**config.mk**
```make
export PLATFORM = sky130hd
export DESIGN_NAME = double_ended_queue_search
export DESIGN_NICKNAME = d
export VERILOG_FILES = /design/src/hw/rtl/deqs_pkg.sv /design/src/hw/rtl/double_ended_queue_search.sv
export SDC_FILE = /design/constraint.sdc
export NUM_CORES = 1
export LEC_CHECK = 0
export ABC_CLOCK_PERIOD_IN_PS = 13200
export BUFFER_PORTS_ARGS = -buffer_cell sky130_fd_sc_hd__buf_4
export CAP_MARGIN = 10
export CORE_ASPECT_RATIO = 0.9
export CORE_MARGIN = 4
export CORE_UTILIZATION = 30
export CTS_BUF_LIST = sky130_fd_sc_hd__clkbuf_16
export DETAILED_ROUTE_END_ITERATION = 8
export PLACE_DENSITY = 0.51
export SLEW_MARGIN = 20
export SYNTH_ARGS = -nofsm -noshare
export SYNTH_HDL_FRONTEND = slang
export SYNTH_SLANG_ARGS = --single-unit
```
**constraint.sdc**
```tcl
create_clock -name clk -period 13.2 [get_ports clk]
set_input_delay 2.64 -clock clk [delete_from_list [all_inputs] [get_ports clk]]
set_output_delay 2.64 -clock clk [all_outputs]
set_load 0.05 [all_outputs]
```
**src/hw/rtl/deqs_pkg.sv**
```systemverilog
// Shared types and codes for the bounded double-ended queue with search.
`default_nettype none

package deqs_pkg;

	// Request codes
	localparam logic [2:0] REQ_PUSH_FRONT = 3'd0;
	localparam logic [2:0] REQ_PUSH_BACK  = 3'd1;
	localparam logic [2:0] REQ_POP_FRONT  = 3'd2;
	localparam logic [2:0] REQ_POP_BACK   = 3'd3;
	localparam logic [2:0] REQ_SEARCH     = 3'd4;

	// Result status codes
	localparam logic [1:0] STS_DONE       = 2'd0;
	localparam logic [1:0] STS_FULL_DROP  = 2'd1;
	localparam logic [1:0] STS_EMPTY_POP  = 2'd2;

	typedef struct packed {
		logic        [2:0]  req_type;
		logic signed [31:0] value;
	} req_t;

	typedef struct packed {
		logic [1:0] status;
		logic       found;
		logic [3:0] match_position;
		logic       is_empty;
		logic [4:0] entry_total;
	} rsp_t;

endpackage

`default_nettype wire

```
**src/hw/rtl/double_ended_queue_search.sv**
```systemverilog
// Bounded double-ended queue with linear search: top level.
// Holds up to DEPTH values of DATA_WIDTH bits in a ring buffer kept in one
// memory (one write and one registered read port), addressed from a front
// index. Pushes, pops and unused request codes finish in the transfer cycle
// and the result is presented on the next cycle. A search walks the held
// entries from the front through the single read port and one comparator,
// one entry per cycle unless the result output is stalled, and finishes on
// the first match or after the last held entry; the block takes no new request
// while a search runs. Only the low DATA_WIDTH bits of a value are stored and
// compared. Status and counts are reported truncated to the result fields.
`default_nettype none

module double_ended_queue_search #(
	parameter int DEPTH      = 16,
	parameter int DATA_WIDTH = 32
) (
	input  wire              clk,
	input  wire              arst_n,
	input  wire              req_valid,
	output logic             req_stall,
	input  deqs_pkg::req_t   req,
	output logic             rsp_valid,
	input  wire              rsp_stall,
	output deqs_pkg::rsp_t   rsp
);

	localparam int AW = (DEPTH > 1) ? $clog2(DEPTH) : 1;
	localparam int CW = $clog2(DEPTH + 1);
	localparam int SW = AW + 1;

	localparam logic [0:0] ST_IDLE   = 1'b0;
	localparam logic [0:0] ST_SEARCH = 1'b1;

	logic [0:0]            state_q, state_d;
	logic [AW-1:0]         front_q, front_d;
	logic [CW-1:0]         occ_q, occ_d;
	logic [CW-1:0]         iss_q, iss_d;
	logic [DATA_WIDTH-1:0] key_q;
	logic [DATA_WIDTH-1:0] store_q [DEPTH];
	logic [DATA_WIDTH-1:0] rd_data_s1;
	logic                  rd_vld_s1, rd_vld_d;
	logic [AW-1:0]         pos_s1;
	logic                  rsp_valid_q;
	deqs_pkg::rsp_t        rsp_q, rsp_d;

	logic                  advance, acc, load_rsp, hit;
	logic                  wr_en, rd_en, load_key;
	logic [AW-1:0]         wr_addr;
	logic [DATA_WIDTH-1:0] in_val;
	logic [CW-1:0]         ring_off;
	logic [SW-1:0]         ring_sum;
	logic [AW-1:0]         ring_addr, front_dec, front_inc;
	logic                  is_full, is_empty_now;

	// Output register frees up when empty or drained this cycle
	assign advance   = !rsp_valid_q || !rsp_stall;
	assign req_stall = (state_q != ST_IDLE) || !advance;
	assign acc       = req_valid && !req_stall;
	assign rsp_valid = rsp_valid_q;
	assign rsp       = rsp_q;

	assign in_val       = DATA_WIDTH'(req.value);
	assign is_full      = (occ_q == CW'(DEPTH));
	assign is_empty_now = (occ_q == '0);
	assign hit          = rd_vld_s1 && (rd_data_s1 == key_q);

	// Shared ring adder: back slot on push back, walk slot while searching
	assign ring_off  = (state_q == ST_SEARCH) ? iss_q : occ_q;
	assign ring_sum  = SW'(front_q) + SW'(ring_off);
	assign ring_addr = (ring_sum >= SW'(DEPTH)) ? AW'(ring_sum - SW'(DEPTH)) : AW'(ring_sum);

	assign front_dec = (front_q == '0) ? AW'(DEPTH - 1) : front_q - AW'(1);
	assign front_inc = (front_q == AW'(DEPTH - 1)) ? '0 : front_q + AW'(1);

	// Request decode and search sequencer
	always_comb begin
		state_d  = state_q;
		front_d  = front_q;
		occ_d    = occ_q;
		iss_d    = iss_q;
		rd_vld_d = rd_vld_s1;
		wr_en    = 1'b0;
		wr_addr  = ring_addr;
		rd_en    = 1'b0;
		load_key = 1'b0;
		load_rsp = 1'b0;
		rsp_d    = '0;

		if (state_q == ST_IDLE) begin
			if (acc) begin
				load_rsp = 1'b1;
				case (req.req_type)
					deqs_pkg::REQ_PUSH_FRONT: begin
						if (is_full) begin
							rsp_d.status = deqs_pkg::STS_FULL_DROP;
						end else begin
							front_d = front_dec;
							wr_en   = 1'b1;
							wr_addr = front_dec;
							occ_d   = occ_q + CW'(1);
						end
					end
					deqs_pkg::REQ_PUSH_BACK: begin
						if (is_full) begin
							rsp_d.status = deqs_pkg::STS_FULL_DROP;
						end else begin
							wr_en = 1'b1;
							occ_d = occ_q + CW'(1);
						end
					end
					deqs_pkg::REQ_POP_FRONT: begin
						if (is_empty_now) begin
							rsp_d.status = deqs_pkg::STS_EMPTY_POP;
						end else begin
							front_d = front_inc;
							occ_d   = occ_q - CW'(1);
						end
					end
					deqs_pkg::REQ_POP_BACK: begin
						if (is_empty_now) begin
							rsp_d.status = deqs_pkg::STS_EMPTY_POP;
						end else begin
							occ_d = occ_q - CW'(1);
						end
					end
					deqs_pkg::REQ_SEARCH: begin
						load_rsp = 1'b0;
						load_key = 1'b1;
						iss_d    = '0;
						rd_vld_d = 1'b0;
						state_d  = ST_SEARCH;
					end
					default: begin
					end
				endcase
				rsp_d.is_empty    = (occ_d == '0);
				rsp_d.entry_total = 5'(occ_d);
			end
		end else if (advance) begin
			// Compare the entry from the last issued read; finish on a hit or at the end, else read the next
			rsp_d.is_empty    = is_empty_now;
			rsp_d.entry_total = 5'(occ_q);
			if (hit) begin
				rsp_d.found          = 1'b1;
				rsp_d.match_position = 4'(pos_s1);
				load_rsp             = 1'b1;
				rd_vld_d             = 1'b0;
				state_d              = ST_IDLE;
			end else if (iss_q == occ_q) begin
				load_rsp = 1'b1;
				rd_vld_d = 1'b0;
				state_d  = ST_IDLE;
			end else begin
				rd_en    = 1'b1;
				rd_vld_d = 1'b1;
				iss_d    = iss_q + CW'(1);
			end
		end
	end

	// Control registers
	always_ff @(posedge clk or negedge arst_n) begin
		if (!arst_n) begin
			state_q     <= ST_IDLE;
			front_q     <= '0;
			occ_q       <= '0;
			iss_q       <= '0;
			rd_vld_s1   <= 1'b0;
			rsp_valid_q <= 1'b0;
		end else begin
			state_q   <= state_d;
			front_q   <= front_d;
			occ_q     <= occ_d;
			iss_q     <= iss_d;
			rd_vld_s1 <= rd_vld_d;
			if (load_rsp) begin
				rsp_valid_q <= 1'b1;
			end else if (!rsp_stall) begin
				rsp_valid_q <= 1'b0;
			end
		end
	end

	// Payload registers
	always_ff @(posedge clk) begin
		if (load_rsp) begin
			rsp_q <= rsp_d;
		end
		if (load_key) begin
			key_q <= in_val;
		end
		if (rd_en) begin
			pos_s1 <= AW'(iss_q);
		end
	end

	// Entry memory: one write port, one registered read port
	always_ff @(posedge clk) begin
		if (wr_en) begin
			store_q[wr_addr] <= in_val;
		end
		if (rd_en) begin
			rd_data_s1 <= store_q[ring_addr];
		end
	end

	// Occupancy never exceeds the ring size
	a_occ_bound: assert property (@(posedge clk) disable iff (!arst_n)
		occ_q <= CW'(DEPTH))
		else $error("occupancy above DEPTH");

	// A pop on a nonempty queue removes exactly one entry
	a_pop_count: assert property (@(posedge clk) disable iff (!arst_n)
		(acc && !is_empty_now && (req.req_type == deqs_pkg::REQ_POP_FRONT ||
		req.req_type == deqs_pkg::REQ_POP_BACK)) |=> (occ_q == $past(occ_q) - CW'(1)))
		else $error("pop did not decrement occupancy");

	// The entry under compare is always a held one
	a_walk_bound: assert property (@(posedge clk) disable iff (!arst_n)
		(state_q == ST_SEARCH && rd_vld_s1) |-> (CW'(pos_s1) < occ_q))
		else $error("search compared beyond held entries");

	// A reported match comes with done status on a nonempty queue
	a_match_pos: assert property (@(posedge clk) disable iff (!arst_n)
		(rsp_valid && rsp.found) |->
		(rsp.status == deqs_pkg::STS_DONE && !rsp.is_empty))
		else $error("match reported on empty queue or with error status");

endmodule

`default_nettype wire

```
==> impl_results.html, run 1 <==
<table>
<tr><th>Metric</th><th>Value</th></tr>
<tr><th colspan="2">Clocking</th></tr>
<tr><td>Num Clock Sinks</td><td>610</td></tr>
<tr><td>PostCTS Resize Cnt</td><td>0</td></tr>
<tr><td>Clock slew at the register clock pins of the worst setup and hold paths</td><td>approximately 0.060 ns</td></tr>
<tr><td>TritonCTS clock tree</td><td>built</td></tr>
<tr><td>Clock network latency to the later pin of the worst-skew pair</td><td>0.63 ns</td></tr>
<tr><td># H-tree levels</td><td>2</td></tr>
<tr><td>Bufs on Longest Clock Path</td><td>3</td></tr>
<tr><td>Num CTS Buffers</td><td>59</td></tr>
<tr><td>Setup fix buffers added after clock tree synthesis</td><td>0</td></tr>
<tr><td>CTS Root Buffer Type</td><td>sky130_fd_sc_hd__clkbuf_16</td></tr>
<tr><td>Hold buffer count at cts</td><td>0</td></tr>
<tr><th colspan="2">Setup path</th></tr>
<tr><td>Critical Path End Type</td><td>primary output</td></tr>
<tr><td>Data required time of the critical path</td><td>roughly 11 ns</td></tr>
<tr><td>Cell chain of the critical path</td><td>buf_4 -&gt; nand2_1 -&gt; nand2_1 -&gt; buf_4</td></tr>
<tr><td>Slowest stage delay, CP</td><td>0.19 ns</td></tr>
<tr><td>Arrival time at the worst endpoint</td><td>3.12 ns</td></tr>
<tr><td>Crit Path Category</td><td>primary input to primary output</td></tr>
<tr><td>Highest fanout seen on the critical path</td><td>4</td></tr>
<tr><td>Kind of start point of the critical path</td><td>primary input</td></tr>
<tr><td>Cell type of the slowest stage on the worst timing path</td><td>sky130_fd_sc_hd__buf_4</td></tr>
<tr><th colspan="2">Synth</th></tr>
<tr><td>Number of enable-type register cells in the synthesized netlist</td><td>593</td></tr>
<tr><td>Part of the Yosys area used for sequential elements</td><td>0.769</td></tr>
<tr><td>Most frequently used flop master after synthesis</td><td>sky130_fd_sc_hd__edfxtp_1</td></tr>
<tr><td>Ranking of synthesized cells by area</td><td>sky130_fd_sc_hd__edfxtp_1, sky130_fd_sc_hd__mux4_2, sky130_fd_sc_hd__dfrtp_1, sky130_fd_sc_hd__xnor2_1, sky130_fd_sc_hd__mux4_1</td></tr>
<tr><td>Syn nets</td><td>1107</td></tr>
<tr><td>Commonest cells in the synthesized netlist</td><td>sky130_fd_sc_hd__edfxtp_1, sky130_fd_sc_hd__mux4_2, sky130_fd_sc_hd__xnor2_1, sky130_fd_sc_hd__nand2_1, sky130_fd_sc_hd__clkbuf_1</td></tr>
<tr><td>Warnings from Yosys</td><td>0</td></tr>
<tr><td>Count of mapped cells out of synthesis</td><td>between 1k and 1.5k</td></tr>
<tr><td>Number of distinct library cells after synthesis</td><td>52</td></tr>
<tr><td>Average footprint of a synthesized cell</td><td>22.4 um^2</td></tr>
<tr><td>Most frequent cell after synthesis</td><td>sky130_fd_sc_hd__edfxtp_1</td></tr>
<tr><td>Most area-hungry cell type in the Yosys netlist</td><td>sky130_fd_sc_hd__edfxtp_1</td></tr>
<tr><td>Synth top area share</td><td>0.751</td></tr>
<tr><td>Fraction of synthesis flops using an asynchronous set or reset pin</td><td>0.0279</td></tr>
<tr><td>Cell area after synthesis</td><td>approximately 24000 um^2</td></tr>
<tr><td>Number of synthesized register bits</td><td>610</td></tr>
<tr><th colspan="2">Global route</th></tr>
<tr><td>Total track usage</td><td>0.123</td></tr>
<tr><td>First-pass GRT wire length</td><td>76900 um</td></tr>
<tr><td>Number of antenna violations at the first check in global routing</td><td>3</td></tr>
<tr><td>Via count of the first global-routing pass</td><td>11.1k</td></tr>
<tr><td>Largest net degree at the start of global routing</td><td>48</td></tr>
<tr><td>Remaining global-route overflow</td><td>0</td></tr>
<tr><th colspan="2">Final layout</th></tr>
<tr><td>Count of placed standard cells in the final layout, fillers left out</td><td>2238</td></tr>
<tr><td>Register area</td><td>roughly 18000 um^2</td></tr>
<tr><td>Signed area change from the synthesized netlist to the final layout</td><td>15.9%</td></tr>
<tr><td>Area of the multi-input gates</td><td>5360 um^2</td></tr>
<tr><td>Fillcell total</td><td>7214</td></tr>
<tr><td>Share of post-route cells with drive strength above 1</td><td>0.289</td></tr>
<tr><td>Antenna diodes</td><td>0</td></tr>
<tr><td>Net count reported at finish</td><td>1198</td></tr>
<tr><th colspan="2">Timing</th></tr>
<tr><td>Post-layout min period</td><td>5.76 ns</td></tr>
<tr><td>Final hold slack</td><td>0.503 ns</td></tr>
<tr><td>RSZ-0062 raised after global routing</td><td>false</td></tr>
<tr><td>Worst-case headroom to the max-slew limit</td><td>0.302</td></tr>
<tr><td>Measured slew at the worst slew-check pin</td><td>1.04 ns</td></tr>
<tr><td>Post-route clock skew</td><td>0.0484 ns</td></tr>
<tr><td>Hold violation count in the final report</td><td>0</td></tr>
<tr><td>Tcrit/Tclk final</td><td>0.436</td></tr>
<tr><td>Total count of max-transition violations in the final report</td><td>0</td></tr>
<tr><td>Final Setup Violations</td><td>0</td></tr>
<tr><td>Max Clock Freq</td><td>174 MHz</td></tr>
<tr><td>Setup Total Neg Slack</td><td>0 ns</td></tr>
<tr><th colspan="2">Route</th></tr>
<tr><td>WL/cell</td><td>23.1 um</td></tr>
<tr><td>Drc violations</td><td>0</td></tr>
<tr><td>Sum of routed wire length over all layers</td><td>51700 um</td></tr>
<tr><td>Via count</td><td>roughly 11k</td></tr>
<tr><td>1st-pass router iterations</td><td>5</td></tr>
<tr><td>Antenna-violating nets left</td><td>0</td></tr>
<tr><td>DRC marker count from the first detailed-route iteration</td><td>852</td></tr>
<tr><td>Via density</td><td>4.81</td></tr>
<tr><th colspan="2">Floorplanning</th></tr>
<tr><td>Die H</td><td>275 um</td></tr>
<tr><td>Area of the core</td><td>~78000 um^2</td></tr>
<tr><td>Full die area</td><td>between 80000 and 90000 um^2</td></tr>
<tr><td>Die width</td><td>304 um</td></tr>
<tr><td>Starting utilization of the core area</td><td>0.304</td></tr>
<tr><td>Number of top-level pins</td><td>54</td></tr>
<tr><td>Std-Cell Rows</td><td>97</td></tr>
<tr><th colspan="2">Placement</th></tr>
<tr><td>Count of port buffers added during placement</td><td>53</td></tr>
<tr><td>DP Cell Count</td><td>around 2.1k</td></tr>
<tr><td>Placer Congestion</td><td>around 0.75</td></tr>
<tr><td>HPWL after DPL</td><td>~28000 um</td></tr>
<tr><th colspan="2">Worst hold path</th></tr>
<tr><td>Hold WC Path Type</td><td>register to register</td></tr>
<tr><th colspan="2">Power and ir drop</th></tr>
<tr><td>Worst voltage drop across the vdd grid</td><td>0.381 mV</td></tr>
<tr><td>Static leakage</td><td>8.61 nW</td></tr>
<tr><td>Power per standard cell area</td><td>271 nW/um^2</td></tr>
<tr><th colspan="2">Run status</th></tr>
<tr><td>Run status</td><td>finished clean</td></tr>
<tr><th colspan="2">Job</th></tr>
<tr><td>Number of max-capacitance violations reported</td><td>0</td></tr>
</table>
==> critical path: cells and delay by family <==
kind	cells	cell delay, ns
buffers and inverters	2	0.30
and+or+nand+nor	2	0.18
==> power breakdown <==
group | total (mW) | switching (mW) | internal (mW) | leakage [nW]
combinational | 3.25 | 1.64 | 1.61 | 2.05
sequential | 2.49 | 0.0881 | 2.40 | 5.57
clock | 1.69 | 0.723 | 0.970 | 1.00
total | 7.43 | 2.45 | 4.99 | 8.61
==> metrics by stage <==
| step | area, um^2 | power (mW) | setup WS (ns) | util |
|---|---|---|---|---|
| after floorplan | 23700 | 4.95 | 7.44 | - |
| after global placement | 25500 | 5.87 | 7.33 | 0.327 |
| after detailed placement | 25500 | 5.88 | 7.27 | 0.327 |
| after CTS | 27500 | 7.59 | 7.44 | 0.352 |
| after global routing | 27500 | 7.85 | 7.40 | 0.352 |
| final | 27500 | 7.43 | 7.44 | 0.352 |
==> layout make-up <==
cell class,count,share of cell area
sequential,610,0.664
clock inverter,51,0.0171
inverter,7,0.000957
multi-input combinational,394,0.195
tap,1039,0.0474
clock buffer,59,0.0538
timing repair buffer,78,0.0213
==> layout by cell type (no fill, tap or decap), types with 17 or more instances in the layout <==
master / Yosys / layout
sky130_fd_sc_hd__nand2_1: 29 / 29
sky130_fd_sc_hd__buf_4: 0 / 78
sky130_fd_sc_hd__edfxtp_1: 593 / 593
sky130_fd_sc_hd__dfrtp_1: 17 / 17
sky130_fd_sc_hd__xnor2_1: 37 / 36
sky130_fd_sc_hd__clkinv_1: 0 / 17
sky130_fd_sc_hd__inv_1: 7 / 19
sky130_fd_sc_hd__clkbuf_16: 0 / 59
sky130_fd_sc_hd__mux4_2: 155 / 155
==> final timing paths <==
check	start	endpoint	slack, ns	cells after the start
worst max-delay path	rsp_stall	req_stall	7.44	4
worst min-delay path	iss_q[4]$_DFFE_PN0P_	iss_q[4]$_DFFE_PN0P_	0.50	1
worst max register to register	occ_q[0]$_DFFE_PN0P_	store_q[14][16]$_DFFE_PP_	8.56	9
worst min register to register	iss_q[4]$_DFFE_PN0P_	iss_q[4]$_DFFE_PN0P_	0.50	1
max in group asynchronous	arst_n	front_q[2]$_DFFE_PN0P_	11.08	1
min in group asynchronous	arst_n	iss_q[3]$_DFFE_PN0P_	1.87	1
==> logic make-up (layout without fill, tap and decap cells) <==
logic type,count (synthesis),in the layout,share of synthesized area
buffers and inverters,55,195,0.0113
XOR/XNOR,48,48,0.0181
adder cells (fa/ha/maj),9,9,0.00507
AO/OA/AOI/OAI,48,48,0.0127
AND/OR/NAND/NOR,119,119,0.0260
flip-flops,610,610,0.769
multiplexers,170,170,0.157
==> metal layers <==
layer | routed length [um] | global-route usage
met1 | 24700 | 0.183
met2 | 23500 | 0.190
met3 | 2590 | 0.0230
met4 | 866 | 0.0283
met5 | 26 | 0
==> state kept, by name, summed over array words and instances, names as in the netlist, 4 cells and up <==
signal	cells
store_q	512
occ_q	5
rsp	13
key_q	32
rd_data_s1	32
front_q	4
pos_s1	4
iss_q	5
Power figures use the tool's default switching activity.
==> inputs of run 2 (changes only) <==
--- a/config.mk
+++ b/config.mk
@@ -5,7 +5,7 @@
 export SDC_FILE = /design/constraint.sdc
 export NUM_CORES = 1
 export LEC_CHECK = 0
-export ABC_CLOCK_PERIOD_IN_PS = 13200
+export ABC_CLOCK_PERIOD_IN_PS = 4900
 export BUFFER_PORTS_ARGS = -buffer_cell sky130_fd_sc_hd__buf_4
 export CAP_MARGIN = 10
 export CORE_ASPECT_RATIO = 0.9
@@ -13,7 +13,7 @@
 export CORE_UTILIZATION = 30
 export CTS_BUF_LIST = sky130_fd_sc_hd__clkbuf_16
 export DETAILED_ROUTE_END_ITERATION = 8
-export PLACE_DENSITY = 0.51
+export PLACE_DENSITY = 0.53
 export SLEW_MARGIN = 20
 export SYNTH_ARGS = -nofsm -noshare
 export SYNTH_HDL_FRONTEND = slang
==> constraint.sdc (replaced) <==
create_clock -name clk -period 4.9 [get_ports clk]
set_input_delay 0.98 -clock clk [delete_from_list [all_inputs] [get_ports clk]]
set_output_delay 0.98 -clock clk [all_outputs]
set_load 0.05 [all_outputs]
==> run 2 against run 1 <==
Against the previous run: worst setup slack got worse by 6.4 ns; register-to-register slack got worse by 7.5 ns; critical path depth increased by 3; clock power increased to 2.5 times the previous value; hold slack got worse by 0.28 ns; routed wire length increased by 1.0%; non-clock buffer count increased by 6; cell count increased by 0.27%; clock skew decreased by 0.0031 ns; largest cell class unchanged.
==> impl_results.html, run 2 (synthesis gave the netlist of run 1 again) <==
<table>
<tr><th>Metric</th><th>Value</th></tr>
<tr><th colspan="2">Clocking</th></tr>
<tr><td>Clock network latency to the later pin of the worst-skew pair</td><td>0.65 ns (was 0.63 ns)</td></tr>
<tr><td>Bufs on Longest Clock Path</td><td>3 (unchanged)</td></tr>
<tr><td>CTS Root Buffer Type</td><td>sky130_fd_sc_hd__clkbuf_16 (unchanged)</td></tr>
<tr><td>Clock slew at the register clock pins of the worst setup and hold paths</td><td>0.06 ns (about the same)</td></tr>
<tr><td>PostCTS Resize Cnt</td><td>0 (unchanged)</td></tr>
<tr><td>TritonCTS clock tree</td><td>built (unchanged)</td></tr>
<tr><td>Num CTS Buffers</td><td>59 (unchanged)</td></tr>
<tr><td>Setup fix buffers added after clock tree synthesis</td><td>0 (unchanged)</td></tr>
<tr><td>Hold buffer count at cts</td><td>0 (unchanged)</td></tr>
<tr><td># H-tree levels</td><td>2 (unchanged)</td></tr>
<tr><td>Num Clock Sinks</td><td>610 (unchanged)</td></tr>
<tr><th colspan="2">Setup path</th></tr>
<tr><td>Arrival time at the worst endpoint</td><td>4.21 ns (was 3.12 ns)</td></tr>
<tr><td>Highest fanout seen on the critical path</td><td>128 (was 4)</td></tr>
<tr><td>Launch point of the worst path</td><td>occ_q[0]$_DFFE_PN0P_ (was rsp_stall)</td></tr>
<tr><td>Kind of start point of the critical path</td><td>register (was primary input)</td></tr>
<tr><td>Start of the worst register-to-register path</td><td>occ_q[0]$_DFFE_PN0P_ (unchanged)</td></tr>
<tr><td>Crit Path Category</td><td>register to register (was primary input to primary output)</td></tr>
<tr><td>Data required time of the critical path</td><td>5.28 ns (was 10.56 ns)</td></tr>
<tr><td>Critical Path End Type</td><td>register (was primary output)</td></tr>
<tr><th colspan="2">Global route</th></tr>
<tr><td>Remaining global-route overflow</td><td>0 (unchanged)</td></tr>
<tr><td>First-pass GRT wire length</td><td>77700 um (was 76900 um)</td></tr>
<tr><td>Largest net degree at the start of global routing</td><td>129 (was 48)</td></tr>
<tr><td>Total track usage</td><td>0.124 (was 0.123)</td></tr>
<tr><td>Via count of the first global-routing pass</td><td>11.3k (was 11.1k)</td></tr>
<tr><td>Number of antenna violations at the first check in global routing</td><td>6 (was 3)</td></tr>
<tr><th colspan="2">Run status</th></tr>
<tr><td>Run status</td><td>finished clean (unchanged)</td></tr>
<tr><th colspan="2">Power and ir drop</th></tr>
<tr><td>Total design power</td><td>19.7 mW (was 7.43 mW)</td></tr>
<tr><td>Comb power frac</td><td>0.441 (was 0.437)</td></tr>
<tr><td>Share of power burned in the clock network</td><td>0.218 (was 0.228)</td></tr>
<tr><td>Static leakage</td><td>8.61 nW (about the same)</td></tr>
<tr><td>Power per standard cell area</td><td>717 nW/um^2 (was 271 nW/um^2)</td></tr>
<tr><td>Worst voltage drop across the vdd grid</td><td>1.08 mV (was 0.381 mV)</td></tr>
<tr><td>Cell Int Power</td><td>13.3 mW (was 4.99 mW)</td></tr>
<tr><td>Switching portion of total power</td><td>0.326 (was 0.329)</td></tr>
<tr><td>Seq pwr share</td><td>0.342 (was 0.335)</td></tr>
<tr><td>Switching component of the power</td><td>6.41 mW (was 2.45 mW)</td></tr>
<tr><th colspan="2">Final layout</th></tr>
<tr><td>Commonest non-fill, non-tap cell in the layout</td><td>sky130_fd_sc_hd__edfxtp_1 (unchanged)</td></tr>
<tr><td>Share of post-route cells with drive strength above 1</td><td>0.289 (about the same)</td></tr>
<tr><td>Most frequent cells in the layout</td><td>sky130_fd_sc_hd__edfxtp_1, sky130_fd_sc_hd__mux4_2, sky130_fd_sc_hd__buf_4 (unchanged)</td></tr>
<tr><td>Largest registers</td><td>store_q: 512 flops, key_q: 32 flops, rd_data_s1: 32 flops (unchanged)</td></tr>
<tr><td>Max reg flops</td><td>512 (unchanged)</td></tr>
<tr><td>Register with the most flip-flops</td><td>store_q (unchanged)</td></tr>
<tr><td>Fillcell total</td><td>7201 (was 7214)</td></tr>
<tr><td>Post-route cell area</td><td>27400 um^2 (was 27500 um^2)</td></tr>
<tr><td>Net count reported at finish</td><td>1204 (was 1198)</td></tr>
<tr><td>Signed area change from the synthesized netlist to the final layout</td><td>15.7% (was 15.9%)</td></tr>
<tr><td>Count of placed standard cells in the final layout, fillers left out</td><td>2244 (was 2238)</td></tr>
<tr><th colspan="2">Route</th></tr>
<tr><td>Antenna-violating nets left</td><td>0 (unchanged)</td></tr>
<tr><td>Drc violations</td><td>0 (unchanged)</td></tr>
<tr><td>DRC marker count from the first detailed-route iteration</td><td>910 (was 852)</td></tr>
<tr><td>Via density</td><td>4.85 (was 4.81)</td></tr>
<tr><td>1st-pass router iterations</td><td>5 (unchanged)</td></tr>
<tr><td>WL/cell</td><td>23.3 um (was 23.1 um)</td></tr>
<tr><td>Via count</td><td>10.9k (was 10.8k)</td></tr>
<tr><td>Sum of routed wire length over all layers</td><td>52300 um (was 51700 um)</td></tr>
<tr><th colspan="2">Timing</th></tr>
<tr><td>RSZ-0062 raised after global routing</td><td>false (unchanged)</td></tr>
<tr><td>Measured slew at the worst slew-check pin</td><td>1.06 ns (was 1.04 ns)</td></tr>
<tr><td>Total count of max-transition violations in the final report</td><td>0 (unchanged)</td></tr>
<tr><td>Final Setup Violations</td><td>0 (unchanged)</td></tr>
<tr><td>Post-route clock skew</td><td>0.0452 ns (was 0.0484 ns)</td></tr>
<tr><td>Worst-case headroom to the max-slew limit</td><td>0.292 (was 0.302)</td></tr>
<tr><td>Hold violation count in the final report</td><td>0 (unchanged)</td></tr>
<tr><td>Tcrit/Tclk final</td><td>0.781</td></tr>
<tr><td>Post-layout min period</td><td>3.83 ns</td></tr>
<tr><td>Setup Total Neg Slack</td><td>0 ns (unchanged)</td></tr>
<tr><td>Max Clock Freq</td><td>about 260 MHz</td></tr>
<tr><th colspan="2">Floorplanning</th></tr>
<tr><td>Area of the core</td><td>78000 um^2 (unchanged)</td></tr>
<tr><td>Starting utilization of the core area</td><td>0.304 (unchanged)</td></tr>
<tr><td>Die width</td><td>304 um (unchanged)</td></tr>
<tr><td>Number of top-level pins</td><td>54 (unchanged)</td></tr>
<tr><td>Die H</td><td>275 um (unchanged)</td></tr>
<tr><td>Std-Cell Rows</td><td>97 (unchanged)</td></tr>
<tr><td>Full die area</td><td>83600 um^2 (unchanged)</td></tr>
<tr><th colspan="2">Placement</th></tr>
<tr><td>Count of port buffers added during placement</td><td>53 (unchanged)</td></tr>
<tr><td>Placer Congestion</td><td>0.763 (was 0.753)</td></tr>
<tr><td>DP Cell Count</td><td>2134 (was 2128)</td></tr>
<tr><td>HPWL after DPL</td><td>28400 um (was 28200 um)</td></tr>
<tr><td>Post-Place Cell Area</td><td>25600 um^2 (was 25500 um^2)</td></tr>
<tr><th colspan="2">Job</th></tr>
<tr><td>Number of max-capacitance violations reported</td><td>0 (unchanged)</td></tr>
<tr><th colspan="2">Worst hold path</th></tr>
<tr><td>Hold WC Path Type</td><td>primary input to async pin (was register to register)</td></tr>
</table>
run 2: changes by cell type in the layout (fill, tap and decap cells not counted), sizes merged:
cell      change
clkinv        -1
diode         +2
buf           +6
clkinvlp      +1
bufinv        -5
inv           +3
run 2: worst paths after layout:
| check | cells after the start | to | slack (ns) |
|---|---|---|---|
| max | 7 | rd_data_s1[17]$_DFFE_PP_ | 1.07 |
| min | 1 | iss_q[2]$_DFFE_PN0P_ | 0.22 |
| max reg2reg | 7 | rd_data_s1[17]$_DFFE_PP_ | 1.07 |
| min reg2reg | 1 | rsp[8]$_SDFFCE_PN0P_ | 0.52 |
| max in group asynchronous | 1 | occ_q[0]$_DFFE_PN0P_ | 4.46 |
| min in group clk | 1 | rsp[8]$_SDFFCE_PN0P_ | 0.52 |
run 2: worst max-delay path: stages, from the launching register on:
cell                      delay, ns
sky130_fd_sc_hd__dfrtp_1       0.47
sky130_fd_sc_hd__inv_1         0.14
sky130_fd_sc_hd__o21ai_0       0.16
sky130_fd_sc_hd__ha_4          0.20
sky130_fd_sc_hd__fa_4          0.82
sky130_fd_sc_hd__buf_12        0.50
sky130_fd_sc_hd__mux4_2        0.46
sky130_fd_sc_hd__mux4_2        0.48
run 2: area by class of cell:
| class | count | area [um^2] | share of cell area |
|---|---|---|---|
| flip-flops and latches | 610 | 18200 | 0.665 |
| multi-input cells | 394 | 5360 | 0.196 |
| clock buffers | 59 | 1480 | 0.0538 |
| well taps | 1039 | 1300 | 0.0474 |
| repair buffers | 84 | 681 | 0.0248 |
| clock inverters | 49 | 343 | 0.0125 |
| inverters | 7 | 26.3 | 0.000958 |
| diodes | 2 | 5.00 | 0.000182 |
run 2: per-stage QoR:
| stage | util | setup WS, ns | hold WS [ns] |
|---|---|---|---|
| after detailed placement | 0.328 | 1.05 | 0.509 |
| final | 0.351 | 1.07 | 0.221 |
| after CTS | 0.351 | 1.04 | 0.176 |
| after floorplan | - | 0.587 | 0.466 |
| after global routing | 0.351 | 0.879 | 0.197 |
| after global placement | 0.328 | 1.07 | 0.508 |
run 2: routing by layer:
metal / GRT usage / part of all wire / vias to the layer above
met5: 0 / 0.00080 / -
met4: 0.0316 / 0.019 / 6
met3: 0.0269 / 0.055 / 71
met2: 0.193 / 0.46 / 271
met1: 0.179 / 0.46 / 5906
li1: - / - / 4630
run 2: power by group through the flow:
| stage | Sequential (mW) | Combinational [mW] | Clock (mW) |
|---|---|---|---|
| detailed placement | 6.83 | 8.90 | 0 |
| floorplan | 6.84 | 6.50 | 0 |
| global placement | 6.83 | 8.86 | 0 |
| finish | 6.72 | 8.67 | 4.28 |
| global route | 6.76 | 9.34 | 4.66 |
| CTS | 6.73 | 8.93 | 4.42 |
==> inputs of run 3 (changes only) <==
--- a/config.mk
+++ b/config.mk
@@ -5,7 +5,7 @@
 export SDC_FILE = /design/constraint.sdc
 export NUM_CORES = 1
 export LEC_CHECK = 0
-export ABC_CLOCK_PERIOD_IN_PS = 4900
+export ABC_CLOCK_PERIOD_IN_PS = 3410
 export BUFFER_PORTS_ARGS = -buffer_cell sky130_fd_sc_hd__buf_4
 export CAP_MARGIN = 10
 export CORE_ASPECT_RATIO = 0.9
==> constraint.sdc (replaced) <==
create_clock -name clk -period 3.41 [get_ports clk]
set_input_delay 0.682 -clock clk [delete_from_list [all_inputs] [get_ports clk]]
set_output_delay 0.682 -clock clk [all_outputs]
set_load 0.05 [all_outputs]
==> run 3 against run 2 <==
Against the previous run: non-clock buffer count grew 41; clock power rose by 48%; maximum frequency up 17%; critical path depth grew 1; global-route usage is 0.39 points higher; register-to-register slack lost 0.94 ns; final area up 2.8%; via count rose by 1.3%; sequential power up 42%; critical endpoint is now rd_data_s1[19]$_DFFE_PP_.
==> impl_results.html, run 3 (synthesis gave the netlist of run 1 again) <==
<table>
<tr><th>Metric</th><th>Value</th></tr>
<tr><th colspan="2">Global route</th></tr>
<tr><td>Met3 demand-to-capacity share in global routing</td><td>0.0229 (was 0.0269)</td></tr>
<tr><td>Via count of the first global-routing pass</td><td>11.5k (was 11.3k)</td></tr>
<tr><td>Total track usage</td><td>0.128 (was 0.124)</td></tr>
<tr><td>Number of antenna violations at the first check in global routing</td><td>3 (was 6)</td></tr>
<tr><td>GRT met1 Usage</td><td>0.186 (was 0.179)</td></tr>
<tr><td>Met2 Track Usage GR</td><td>0.202 (was 0.193)</td></tr>
<tr><td>Remaining global-route overflow</td><td>0 (unchanged)</td></tr>
<tr><td>First-pass GRT wire length</td><td>79700 um (was 77700 um)</td></tr>
<tr><td>Largest net degree at the start of global routing</td><td>53 (was 129)</td></tr>
<tr><td>Top Usage Layer GRT</td><td>met2 (unchanged)</td></tr>
<tr><th colspan="2">Route</th></tr>
<tr><td>Via count</td><td>11.0k (was 10.9k)</td></tr>
<tr><td>1st-pass router iterations</td><td>4 (was 5)</td></tr>
<tr><td>Antenna-violating nets left</td><td>0 (unchanged)</td></tr>
<tr><td>Via density</td><td>4.82 (was 4.85)</td></tr>
<tr><td>WL/cell</td><td>23.4 um (was 23.3 um)</td></tr>
<tr><td>DRC marker count from the first detailed-route iteration</td><td>931 (was 910)</td></tr>
<tr><td>Drc violations</td><td>0 (unchanged)</td></tr>
<tr><td>Sum of routed wire length over all layers</td><td>53600 um (was 52300 um)</td></tr>
<tr><th colspan="2">Clocking</th></tr>
<tr><td>Clock network latency to the later pin of the worst-skew pair</td><td>0.64 ns (was 0.65 ns)</td></tr>
<tr><td># H-tree levels</td><td>2 (unchanged)</td></tr>
<tr><td>Setup fix buffers added after clock tree synthesis</td><td>0 (unchanged)</td></tr>
<tr><td>Bufs on Longest Clock Path</td><td>3 (unchanged)</td></tr>
<tr><td>CTS Root Buffer Type</td><td>sky130_fd_sc_hd__clkbuf_16 (unchanged)</td></tr>
<tr><td>Num CTS Buffers</td><td>61 (was 59)</td></tr>
<tr><td>Clock slew at the register clock pins of the worst setup and hold paths</td><td>0.06 ns (about the same)</td></tr>
<tr><td>TritonCTS clock tree</td><td>built (unchanged)</td></tr>
<tr><td>Num Clock Sinks</td><td>610 (unchanged)</td></tr>
<tr><th colspan="2">Power and ir drop</th></tr>
<tr><td>Share of power burned in the clock network</td><td>0.215 (was 0.218)</td></tr>
<tr><td>Power per standard cell area</td><td>1040 nW/um^2 (was 717 nW/um^2)</td></tr>
<tr><td>Switching portion of total power</td><td>0.324 (was 0.326)</td></tr>
<tr><td>Static leakage</td><td>8.97 nW (was 8.61 nW)</td></tr>
<tr><td>Seq pwr share</td><td>0.325 (was 0.342)</td></tr>
<tr><td>Comb power frac</td><td>0.460 (was 0.441)</td></tr>
<tr><td>Cell Int Power</td><td>19.9 mW (was 13.3 mW)</td></tr>
<tr><td>Worst voltage drop across the vdd grid</td><td>1.56 mV (was 1.08 mV)</td></tr>
<tr><td>Switching component of the power</td><td>9.53 mW (was 6.41 mW)</td></tr>
<tr><th colspan="2">Timing</th></tr>
<tr><td>Hold violation count in the final report</td><td>0 (unchanged)</td></tr>
<tr><td>Final Setup Violations</td><td>0 (unchanged)</td></tr>
<tr><td>Max Clock Freq</td><td>305 MHz (was 261 MHz)</td></tr>
<tr><td>Worst-case headroom to the max-slew limit</td><td>0.474 (was 0.292)</td></tr>
<tr><td>Post-layout min period</td><td>3.28 ns (was 3.83 ns)</td></tr>
<tr><td>Measured slew at the worst slew-check pin</td><td>0.788 ns (was 1.06 ns)</td></tr>
<tr><td>RSZ-0062 raised after global routing</td><td>false (unchanged)</td></tr>
<tr><td>Post-route clock skew</td><td>0.0390 ns (was 0.0452 ns)</td></tr>
<tr><td>Total count of max-transition violations in the final report</td><td>0 (unchanged)</td></tr>
<tr><td>Tcrit/Tclk final</td><td>0.961 (was 0.781)</td></tr>
<tr><th colspan="2">Setup path</th></tr>
<tr><td>Slowest stage delay, CP</td><td>0.84 ns (was 0.82 ns)</td></tr>
<tr><td>Critical Path End Type</td><td>register (unchanged)</td></tr>
<tr><td>Highest fanout seen on the critical path</td><td>28 (was 128)</td></tr>
<tr><td>Cell chain of the critical path</td><td>nand2_1 -&gt; o21ai_0 -&gt; ha_4 -&gt; fa_4 -&gt; buf_12 -&gt; buf_12 -&gt; mux4_2 -&gt; mux4_2 (was inv_1 -&gt; o21ai_0 -&gt; ha_4 -&gt; fa_4 -&gt; buf_12 -&gt; mux4_2 -&gt; mux4_2)</td></tr>
<tr><td>Cell type of the slowest stage on the worst timing path</td><td>sky130_fd_sc_hd__fa_4 (unchanged)</td></tr>
<tr><td>Kind of start point of the critical path</td><td>register (unchanged)</td></tr>
<tr><td>Crit Path Category</td><td>register to register (unchanged)</td></tr>
<tr><td>Number of cells on the worst reg-to-reg path</td><td>8 (was 7)</td></tr>
<tr><td>Arrival time at the worst endpoint</td><td>3.65 ns (was 4.21 ns)</td></tr>
<tr><td>Data required time of the critical path</td><td>3.78 ns (was 5.28 ns)</td></tr>
<tr><th colspan="2">Floorplanning</th></tr>
<tr><td>Number of top-level pins</td><td>54 (unchanged)</td></tr>
<tr><td>Std-Cell Rows</td><td>97 (unchanged)</td></tr>
<tr><td>Starting utilization of the core area</td><td>0.304 (unchanged)</td></tr>
<tr><td>Area of the core</td><td>78000 um^2 (unchanged)</td></tr>
<tr><td>Die width</td><td>304 um (unchanged)</td></tr>
<tr><td>Die H</td><td>275 um (unchanged)</td></tr>
<tr><td>Full die area</td><td>83600 um^2 (unchanged)</td></tr>
<tr><th colspan="2">Final layout</th></tr>
<tr><td>Net count reported at finish</td><td>1247 (was 1204)</td></tr>
<tr><td>Commonest non-fill, non-tap cell in the layout</td><td>sky130_fd_sc_hd__edfxtp_1 (unchanged)</td></tr>
<tr><td>End-of-flow core utilization</td><td>0.361 (was 0.351)</td></tr>
<tr><td>Max reg flops</td><td>512 (unchanged)</td></tr>
<tr><td>Signed area change from the synthesized netlist to the final layout</td><td>19.0% (was 15.7%)</td></tr>
<tr><td>Antenna diodes</td><td>0 (was 2)</td></tr>
<tr><td>Count of placed standard cells in the final layout, fillers left out</td><td>2289 (was 2244)</td></tr>
<tr><td>Largest registers</td><td>store_q: 512 flops, key_q: 32 flops, rd_data_s1: 32 flops (unchanged)</td></tr>
<tr><td>Most frequent cells in the layout</td><td>sky130_fd_sc_hd__edfxtp_1, sky130_fd_sc_hd__mux4_2, sky130_fd_sc_hd__buf_4 (unchanged)</td></tr>
<tr><td>Share of post-route cells with drive strength above 1</td><td>0.326 (was 0.289)</td></tr>
<tr><td>Register with the most flip-flops</td><td>store_q (unchanged)</td></tr>
<tr><th colspan="2">Placement</th></tr>
<tr><td>HPWL after DPL</td><td>30400 um (was 28400 um)</td></tr>
<tr><td>Count of port buffers added during placement</td><td>53 (unchanged)</td></tr>
<tr><td>DP Cell Count</td><td>2174 (was 2134)</td></tr>
<tr><td>Placer Congestion</td><td>0.749 (was 0.763)</td></tr>
<tr><th colspan="2">Job</th></tr>
<tr><td>Number of max-capacitance violations reported</td><td>0 (unchanged)</td></tr>
<tr><th colspan="2">Worst hold path</th></tr>
<tr><td>Hold WC Path Type</td><td>primary input to register (was primary input to async pin)</td></tr>
<tr><td>Worst Hold Depth</td><td>1</td></tr>
<tr><th colspan="2">Run status</th></tr>
<tr><td>Run status</td><td>finished clean (unchanged)</td></tr>
</table>
-- run 3: cell types whose count changed in the layout (fill, tap and decap cells not counted), moves of 2 or more --
cell / delta
sky130_fd_sc_hd__buf_12: +28
sky130_fd_sc_hd__buf_4: +12
sky130_fd_sc_hd__clkinv_2: +8
sky130_fd_sc_hd__clkinv_1: -5
sky130_fd_sc_hd__a31oi_1: -2
sky130_fd_sc_hd__a31oi_2: +2
sky130_fd_sc_hd__clkbuf_16: +2
sky130_fd_sc_hd__diode_2: -2
sky130_fd_sc_hd__inv_1: -2
-- run 3: through the flow --
| stage | total power, mW | setup TNS [ns] | cell area (um^2) | hold WS (ns) | worst slack [ns] |
|---|---|---|---|---|---|
| floorplan | 19.3 | -43.26 | 23800 | 0.386 | -0.273 |
| global placement | 23.5 | 0 | 26300 | 0.508 | 0.0668 |
| detailed placement | 23.5 | 0 | 26300 | 0.507 | 0.00780 |
| CTS | 29.9 | 0 | 28200 | 0.293 | 0.0235 |
| global route | 31.0 | 0 | 28200 | 0.337 | 0.000856 |
| finish | 29.4 | 0 | 28200 | 0.349 | 0.134 |
-- run 3: final timing paths --
check,slack [ns],from,endpoint
worst max-delay path,0.13,state_q$_DFF_PN0_,rd_data_s1[19]$_DFFE_PP_
worst min-delay path,0.35,req[22],store_q[9][22]$_DFFE_PP_
worst max register to register,0.13,state_q$_DFF_PN0_,rd_data_s1[19]$_DFFE_PP_
worst min register to register,0.52,pos_s1[0]$_DFFE_PP_,rsp[6]$_SDFFCE_PN0P_
max in group asynchronous,2.70,arst_n,state_q$_DFF_PN0_
min in group asynchronous,0.48,arst_n,iss_q[1]$_DFFE_PN0P_
-- run 3: worst max-delay path, delay by kind of cell, from the launching register on --
family,cells,cell delay (ns)
fa+ha+maj,2,1.06
mux,2,0.84
flops,1,0.46
buf+inv,2,0.38
compound gates,1,0.15
simple gates,1,0.10
-- run 3: final cells by class --
type	instances	area [um^2]
multi-input combinational	394	5390
tap	1039	1300
fill	7093	49800
sequential	610	18200
timing repair buffer	125	1340
clock buffer	61	1530
clock inverter	53	390
inverter	7	26.3
-- run 3: routing by layer --
| metal | up-vias | wire, um |
|---|---|---|
| met1 | 5965 | 25100 |
| met4 | 4 | 976 |
| met2 | 269 | 25000 |
| li1 | 4720 | - |
| met3 | 69 | 2490 |
| met5 | - | 26 |
-- run 3: power by group through the flow --
stage / Clock (mW) / Sequential [mW] / Combinational (mW)
after floorplan: 0 / 9.81 / 9.50
after global placement: 0 / 9.72 / 13.7
after detailed placement: 0 / 9.74 / 13.8
after CTS: 6.53 / 9.58 / 13.8
after global routing: 6.86 / 9.63 / 14.5
final: 6.34 / 9.57 / 13.5
-- run 3: timing repair --
item / 4_1_cts / 5_1_grt
endpoints found under the setup margin: 15 / 359
endpoints found under the hold margin: 17 / 0
hold buffers: 1 / 0
resized for setup: 1 / 4
